<file path="src/design/spe_pkg.sv">
// Shared types, widths and codes of the cubic spline point evaluator.
// Used by the channel interfaces and by every module of the block but spe_ram.
`default_nettype none

package spe_pkg;

  localparam int COORD_W  = 32;
  localparam int PARAM_W  = 17;
  localparam int FRAC_W   = 16;
  localparam int CNT_W    = 7;
  localparam int KIND_W   = 2;
  localparam int TENS_W   = 19;
  localparam int OP_W     = 2;
  localparam int PIDX_W   = 6;
  localparam int CFG_IDX_W  = 2;
  localparam int CFG_DATA_W = 19;

  // Derived arithmetic widths.
  localparam int SCALED_W = PARAM_W + CNT_W;
  localparam int SQ_W     = 2 * PARAM_W;
  localparam int CUBE_W   = 3 * FRAC_W + 1;
  localparam int ACC_W    = 52;
  localparam int A_W      = 31;
  localparam int Q_W      = 19;
  localparam int S_W      = 20;
  localparam int SP_W     = 52;
  localparam int BP_W     = 37;
  localparam int WGT_W    = 20;
  localparam int PROD_W   = COORD_W + WGT_W;
  localparam int SUM_W    = PROD_W + 2;

  localparam logic [PARAM_W-1:0] ONE_Q16  = 17'h10000;
  localparam logic [17:0]        DIV6_MUL = 18'd174763;

  localparam logic [OP_W-1:0] OP_WR_POS  = 2'd0;
  localparam logic [OP_W-1:0] OP_WR_TIN  = 2'd1;
  localparam logic [OP_W-1:0] OP_WR_TOUT = 2'd2;
  localparam logic [OP_W-1:0] OP_EVAL    = 2'd3;

  localparam logic [KIND_W-1:0] KIND_LINEAR  = 2'd0;
  localparam logic [KIND_W-1:0] KIND_BEZIER  = 2'd1;
  localparam logic [KIND_W-1:0] KIND_CATMULL = 2'd2;
  localparam logic [KIND_W-1:0] KIND_BSPLINE = 2'd3;

  localparam logic [CFG_IDX_W-1:0] CFG_KIND    = 2'd0;
  localparam logic [CFG_IDX_W-1:0] CFG_CLOSED  = 2'd1;
  localparam logic [CFG_IDX_W-1:0] CFG_TENSION = 2'd2;
  localparam logic [CFG_IDX_W-1:0] CFG_COUNT   = 2'd3;

  typedef logic signed [COORD_W-1:0] coord_t;
  typedef logic [2:0][COORD_W-1:0] vec3_t;
  typedef logic signed [WGT_W-1:0] wgt_t;

  typedef struct packed {
    logic [KIND_W-1:0] kind;
    logic              closed;
    logic [TENS_W-1:0] tension;
    logic [CNT_W-1:0]  count;
  } cfg_t;

endpackage

`default_nettype wire

</file>
<file path="src/design/spe_seg.sv">
// Segment selection: scales the parameter by the segment count, clamps the
// end and forms the four neighbor indices. Depends on spe_pkg.
`default_nettype none

module spe_seg
  import spe_pkg::*;
#(
  parameter int MAX_POINTS = 64,
  localparam int IDX_W = $clog2(MAX_POINTS)
) (
  input  logic                   clk_i,
  input  logic                   en_i,
  input  cfg_t                   cfg_i,
  input  logic [PARAM_W-1:0]     param_i,
  output logic [PARAM_W-1:0]     u_o,
  output logic [KIND_W-1:0]      kind_o,
  output logic                   zero_o,
  output logic [CNT_W-1:0]       n_o,
  output logic [3:0][IDX_W-1:0]  idx_o
);
  logic [CNT_W-1:0]          n, nseg, seg_d, seg_q, n_q;
  logic [SCALED_W-1:0]       scaled;
  logic [SCALED_W-FRAC_W-1:0] seg_raw;
  logic [PARAM_W-1:0]        u_d, u_q;
  logic [KIND_W-1:0]         kind_d, kind_q;
  logic                      zero_d, zero_q, closed_q;
  logic [CNT_W:0]            s1, s2, s2w, nn;
  logic [CNT_W-1:0]          i0, i1, i2, i3;

  always_comb begin
    n = (int'(cfg_i.count) > MAX_POINTS) ? CNT_W'(MAX_POINTS) : cfg_i.count;
    nseg = cfg_i.closed ? n : n - CNT_W'(1);
    scaled = SCALED_W'(param_i) * SCALED_W'(nseg);
    seg_raw = scaled[SCALED_W-1:FRAC_W];
    kind_d = cfg_i.kind;
    zero_d = 1'b0;
    if (seg_raw >= {1'b0, nseg}) begin
      seg_d = nseg - CNT_W'(1);
      u_d = ONE_Q16;
    end else begin
      seg_d = seg_raw[CNT_W-1:0];
      u_d = {1'b0, scaled[FRAC_W-1:0]};
    end
    // With one point, a linear blend at u = 0 returns point 0; with none, the result is zero.
    if (n < CNT_W'(2)) begin
      seg_d = '0;
      u_d = '0;
      kind_d = KIND_LINEAR;
      zero_d = (n == '0);
    end
  end

  always_ff @(posedge clk_i) begin
    if (en_i) begin
      seg_q <= seg_d;
      u_q <= u_d;
      kind_q <= kind_d;
      zero_q <= zero_d;
      n_q <= n;
      closed_q <= cfg_i.closed;
    end
  end

  always_comb begin
    nn = {1'b0, n_q};
    s1 = {1'b0, seg_q} + (CNT_W+1)'(1);
    s2 = {1'b0, seg_q} + (CNT_W+1)'(2);
    s2w = s2 - nn;
    i1 = seg_q;
    i2 = (s1 == nn) ? '0 : s1[CNT_W-1:0];
    if (closed_q) begin
      i0 = (seg_q == '0) ? n_q - CNT_W'(1) : seg_q - CNT_W'(1);
      i3 = (s2 >= nn) ? s2w[CNT_W-1:0] : s2[CNT_W-1:0];
    end else begin
      i0 = (seg_q == '0) ? '0 : seg_q - CNT_W'(1);
      i3 = (s2 < nn) ? s2[CNT_W-1:0] : n_q - CNT_W'(1);
    end
    idx_o[0] = IDX_W'(i0);
    idx_o[1] = IDX_W'(i1);
    idx_o[2] = IDX_W'(i2);
    idx_o[3] = IDX_W'(i3);
  end

  assign u_o = u_q;
  assign kind_o = kind_q;
  assign zero_o = zero_q;
  assign n_o = n_q;
endmodule

`default_nettype wire

</file>
<file path="config.mk">
export PLATFORM = sky130hd
export DESIGN_NAME = spe_seg
export DESIGN_NICKNAME = d
export VERILOG_FILES = /design/src/design/spe_pkg.sv /design/src/design/spe_seg.sv
export SDC_FILE = /design/constraint.sdc
export NUM_CORES = 1
export LEC_CHECK = 0
export BUFFER_PORTS_ARGS = -buffer_cell sky130_fd_sc_hd__buf_4
export CAP_MARGIN = 20
export CORE_UTILIZATION = 40
export DETAILED_ROUTE_END_ITERATION = 12
export SLEW_MARGIN = 0
export SYNTH_ARGS = -nofsm -noshare
export SYNTH_HDL_FRONTEND = slang
export SYNTH_SLANG_ARGS = --single-unit
</file>
<file path="constraint.sdc">
create_clock -name clk_i -period 7.9 [get_ports clk_i]
set_clock_uncertainty 0.05 [all_clocks]
set_input_delay 0.79 -clock clk_i [delete_from_list [all_inputs] [get_ports clk_i]]
set_output_delay 0.79 -clock clk_i [all_outputs]
set_load 0.005 [all_outputs]
</file>
* Word-level counts from Yosys, hierarchy flattened
Index checks and enable logic that the tools add are counted.
** Word-level totals
- Register bits after elaboration :: 35
- Bits of input ports :: 48
- Output and inout bits :: 51
** Operators by class
- $mul :: 1
- Equality and inequality tests :: 1
- Mux-type cells :: 11
- Reduce and logical (&&, ||, !) cells :: 3
- $add $sub $neg :: 7
- $lt $le $gt $ge :: 5
** Operator list (number)
- two-way mux 6 bit :: 7
- multiplier 17 x 7 -> 24 bit :: 1
- two-way mux 7 bit :: 3
- two-way mux 17 bit :: 1
- >= comparator 8 x 7 -> 1 bit :: 2
- zero test 7 bit :: 2
- subtractor 7 x 1 -> 7 bit, second input constant :: 2
- subtractor 6 x 1 -> 6 bit, second input constant :: 2
- adder 7 x 1 -> 8 bit, second input constant :: 1
- adder 7 x 2 -> 8 bit, second input constant :: 1
- equality test 8 x 7 -> 1 bit :: 1
- < comparator 8 x 7 -> 1 bit :: 1
- greater-than comparator 7 bit, second input constant :: 1
- < comparator 7 x 2 -> 1 bit, second input constant :: 1
- subtractor 6 bit :: 1
- OR reduction 2 bit :: 1

* Longest topological paths before layout
- Word-level depth :: 7
- Depth in mapped cells :: 36
- Depth with buffers taken out :: 31

* Worst setup path before layout
No wires, ideal clock.
- Kind :: input -> register
- From :: input port cfg_i[6] (netlist bit)
- To :: register u_q[12], in the netlist u_o[12] (data pin)
- Arrival time :: 7.613 ns
- Setup slack :: -0.021 ns
- Stages on the path :: 33
- Cell sequence :: clkbuf_1 -> nand2b_1 -> ha_1 -> nor2b_1 -> nand3_1 -> xnor2_1 -> clkbuf_1 -> clkbuf_1 -> and2_1 -> fa_1 -> fa_1 -> fa_1 -> inv_1 -> fa_1 -> inv_1 -> ha_1 -> and3_1 -> a221o_1 -> a21oi_1 -> o21ai_1 -> o31ai_1 -> xnor2_1 -> ha_1 -> nand2_1 -> o21ai_0 -> a31oi_1 -> o211a_1 -> and3_1 -> nor2_2 -> nand2b_4 -> buf_6 -> buf_12 -> nor2_4
** On the way
- Longest elaborated chain between the ends :: 7
- Elaborated cells on any way between the ends :: 8
- Classes of those cells :: add/sub (1); mul (1); order compare (3); mux (2); reduce/logical (1)
** Ends and longest elaborated chain
- start: declaration :: line spe_seg.sv:13 : input cfg_t cfg_i,
- greater-than comparator 7 bit :: line spe_seg.sv:31 : n = (int'(cfg_i.count) > MAX_POINTS) ? CNT_W'(MAX_POINTS) : cfg_i.count;
- two-way mux 7 bit (*) :: line spe_seg.sv:31
- subtractor 7 x 1 -> 7 bit :: line spe_seg.sv:32 : nseg = cfg_i.closed ? n : n - CNT_W'(1);
- two-way mux 7 bit :: line spe_seg.sv:32
- multiplier 17 x 7 -> 24 bit :: line spe_seg.sv:33 : scaled = SCALED_W'(param_i) * SCALED_W'(nseg);
- >= comparator 8 x 7 -> 1 bit :: line spe_seg.sv:37 : if (seg_raw >= {1'b0, nseg}) begin
- OR reduction 2 bit (no line)
- end signal: assignment :: line spe_seg.sv:56 : u_q <= u_d;
- end: declaration :: line spe_seg.sv:24 : logic [PARAM_W-1:0] u_d, u_q;
Every way passes the cells marked *; elsewhere a longest branch is shown, timed or not.
A chain may end at the register's enable or synchronous reset.

* Worst setup path in the final report
- From :: input port cfg_i[3] (netlist bit)
- To :: register u_q[0], in the netlist u_o[0] (data pin)
The elaborated chain is that of the path after synthesis.

==> flow_metrics.py <==
metrics = {
    "outcome": {
        "status": "completed",
    },
    "grt": {
        "grt_overflow_total": 0,
        "grt_pass1_wl_um": 27100,
        "grt_pass1_vias": 5428,
        "antenna_found_initial": 0,
        "grt.total_usage": 0.206,
        "grt_start_max_net_pins": 36,
    },
    "clock_network": {
        "clkSinkCount": 35,
        "cts_hold_buf": 0,
        "htree_levels": 2,
        "numCtsBuffers": 5,
        "ctsRootBufferMaster": "clkbuf_16",
        "cts_tree": "done",
        "clockBufferDepth": 2,
        "clk_pin_slew_ps": 60,
    },
    "setup_path": {
        "startpoint_type": "input port",
        "cp.arrival_ps": 7610,
        "end_kind": "flip-flop",
        "crit_top_cell": "fa_1",
        "cp.required_ps": 7890,
        "path_delay_family": "adder cells",
        "max_stage_delay_ps": 550,
        "crit_fanout": 11,
        "crit_type": "input port to flip-flop",
        "crit_slowest_cell": "fa_1",
        "critical_path_cell_count": 30,
        "crit_buf_inv": 5,
    },
    "synthesis": {
        "ys_warn_count": 0,
        "syn_area_per_cell_um2": 8.98,
        "yosysMostFrequentCell": "inv_1",
        "ys_ff_latch": 35,
        "synth_area_mm2": 0.00648,
        "synth_top_area_frac": 0.232,
        "synth_area_leaders": "fa_1, edfxtp_1, ha_1",
        "synth_top_area_cell": "fa_1",
        "synth-seq-area-share": 0.162,
        "synth_edf_count": 35,
        "synthCells": 722,
        "synth_common_cells": "inv_1, and2_1, fa_1",
        "synthArstFlopShare": 0,
        "yosys_most_used_dff": "edfxtp_1",
        "synthDistinctLibCells": 57,
        "synth_nets": 910,
    },
    "routing": {
        "dr.pass1.iters": 4,
        "route.detailed.drc": 0,
        "vias": 5280,
        "drt_iter0_drc": 276,
        "wire_per_inst_um": 16.1,
        "ant_nets": 0,
        "wl_um": 16800,
        "vias_per_cell": 5.05,
    },
    "power": {
        "ir_worst_vdd_v": 0.000172,
        "p_per_area_mw_per_mm2": 420,
        "pwr-share-seq": 0.125,
        "p_leak_nw": 3.83,
        "p_clk_frac": 0.069,
        "switching_power_mw": 1.52,
        "comb_power_share": 0.806,
        "switching_share": 0.462,
        "cell_internal_pwr_mw": 1.77,
        "power_mw": 3.30,
    },
    "run": {
        "cap_violations": 0,
    },
    "sta": {
        "relSlewSlack": 0.503,
        "tightest_slew_ps": 738,
        "hold_viol": 0,
        "period_share": 0.963,
        "holdWs_ps": 719,
        "fin_setup_tns_ps": 0,
        "slew_violations": 0,
        "setup_ws_ps": 289,
        "fmax_mhz": 131,
        "fin_crit_ps": 7610,
        "setup_viol": 0,
    },
    "worst_hold_path": {
        "min-delay-path-class": "input port to flip-flop",
        "worstHoldPathCells": 1,
    },
    "layout": {
        "drive_gt1_frac": 0.200,
        "area_delta_synth_final_pct": 21.0,
        "antennaDiodeCount": 0,
        "nFillCells": 1523,
        "final_nets": 1016,
    },
    "placed_design": {
        "io_buffers": 79,
        "dp_hpwl_um": 13400,
        "place_ws_ps": -35.2,
        "gp_congestion": 0.844,
    },
    "die": {
        "num_rows": 46,
        "core_area_mm2": 0.0158,
        "dieHeight_um": 129,
        "die_w_um": 129,
        "ios": 99,
        "die_area_mm2": 0.0167,
        "start_util": 0.410,
    },
}
[logic make-up after synthesis]
family          share of synthesized area
compound gates                      0.106
mux                               0.00791
flops                               0.162
xor+xnor                           0.0689
fa+ha+maj                           0.357
buf+inv                            0.0849
simple gates                        0.213
[routing by layer]
| layer | GRT usage | share of wire |
|---|---|---|
| met5 | 0 | 0 |
| met4 | 0.0457 | 0.012 |
| met3 | 0.0178 | 0.047 |
| met2 | 0.363 | 0.48 |
| met1 | 0.274 | 0.46 |
[cell type report]
cell class                      count  area, µm²  area share
Tap cell                          216        270      0.0345
Sequential cell                    35       1050       0.134
Timing Repair Buffer              127        995       0.127
Inverter                          105        394      0.0503
Multi-Input combinational cell    554       4960       0.633
Clock buffer                        5        125      0.0160
Clock inverter                      3       43.8     0.00558
[power groups by stage]
stage          Combinational [mW]  Clock, mW  Sequential (mW)
6_report                     2.66      0.228            0.413
4_1_cts                      2.60      0.231            0.413
3_5_place_dp                 2.59          0            0.416
3_3_place_gp                 2.54          0            0.415
2_1_floorplan                1.78          0            0.377
5_1_grt                      2.97      0.239            0.421
[layout by cell type (no fill, tap or decap), types with 8 or more instances in the layout]
cell type and instances:
and2_1 80, a21o_1 15, edfxtp_1 35, a211oi_1 10
buf_4 123, ha_1 65, xor2_1 16, nor2_4 8
o21ai_0 13, xnor2_1 34, a21oi_1 27, nor2b_1 8
nor2_1 29, nand3_1 16, fa_1 75, nor3_1 10
inv_1 105, nand2_1 68
[final timing paths]
kind / end / start
worst min-delay path: closed_q$_DFFE_PP_ / cfg_i[26]
worst max-delay path: u_o[0]$_SDFFCE_PP0P_ / cfg_i[3]
[per-stage QoR]
step                       util  instance area (µm²)  cells
after detailed placement  0.476                 7540   1029
after global placement    0.476                 7540   1029
after CTS                 0.487                 7700   1037
after global routing      0.495                 7840   1045
after floorplan               -                 6480    722
final                     0.495                 7840   1045
[state kept, by name, indices dropped and copies added (netlist names)]
signal	count
kind_o	2
n_o	7
closed_q	1
zero_o	1
u_o	17
i1	7
[timing repair]
item                       in CTS  in global routing
gates resized for setup         0                 18
setup buffers                   0                  6
setup endpoints to repair       0                 23
Power figures use the tool's default switching activity.
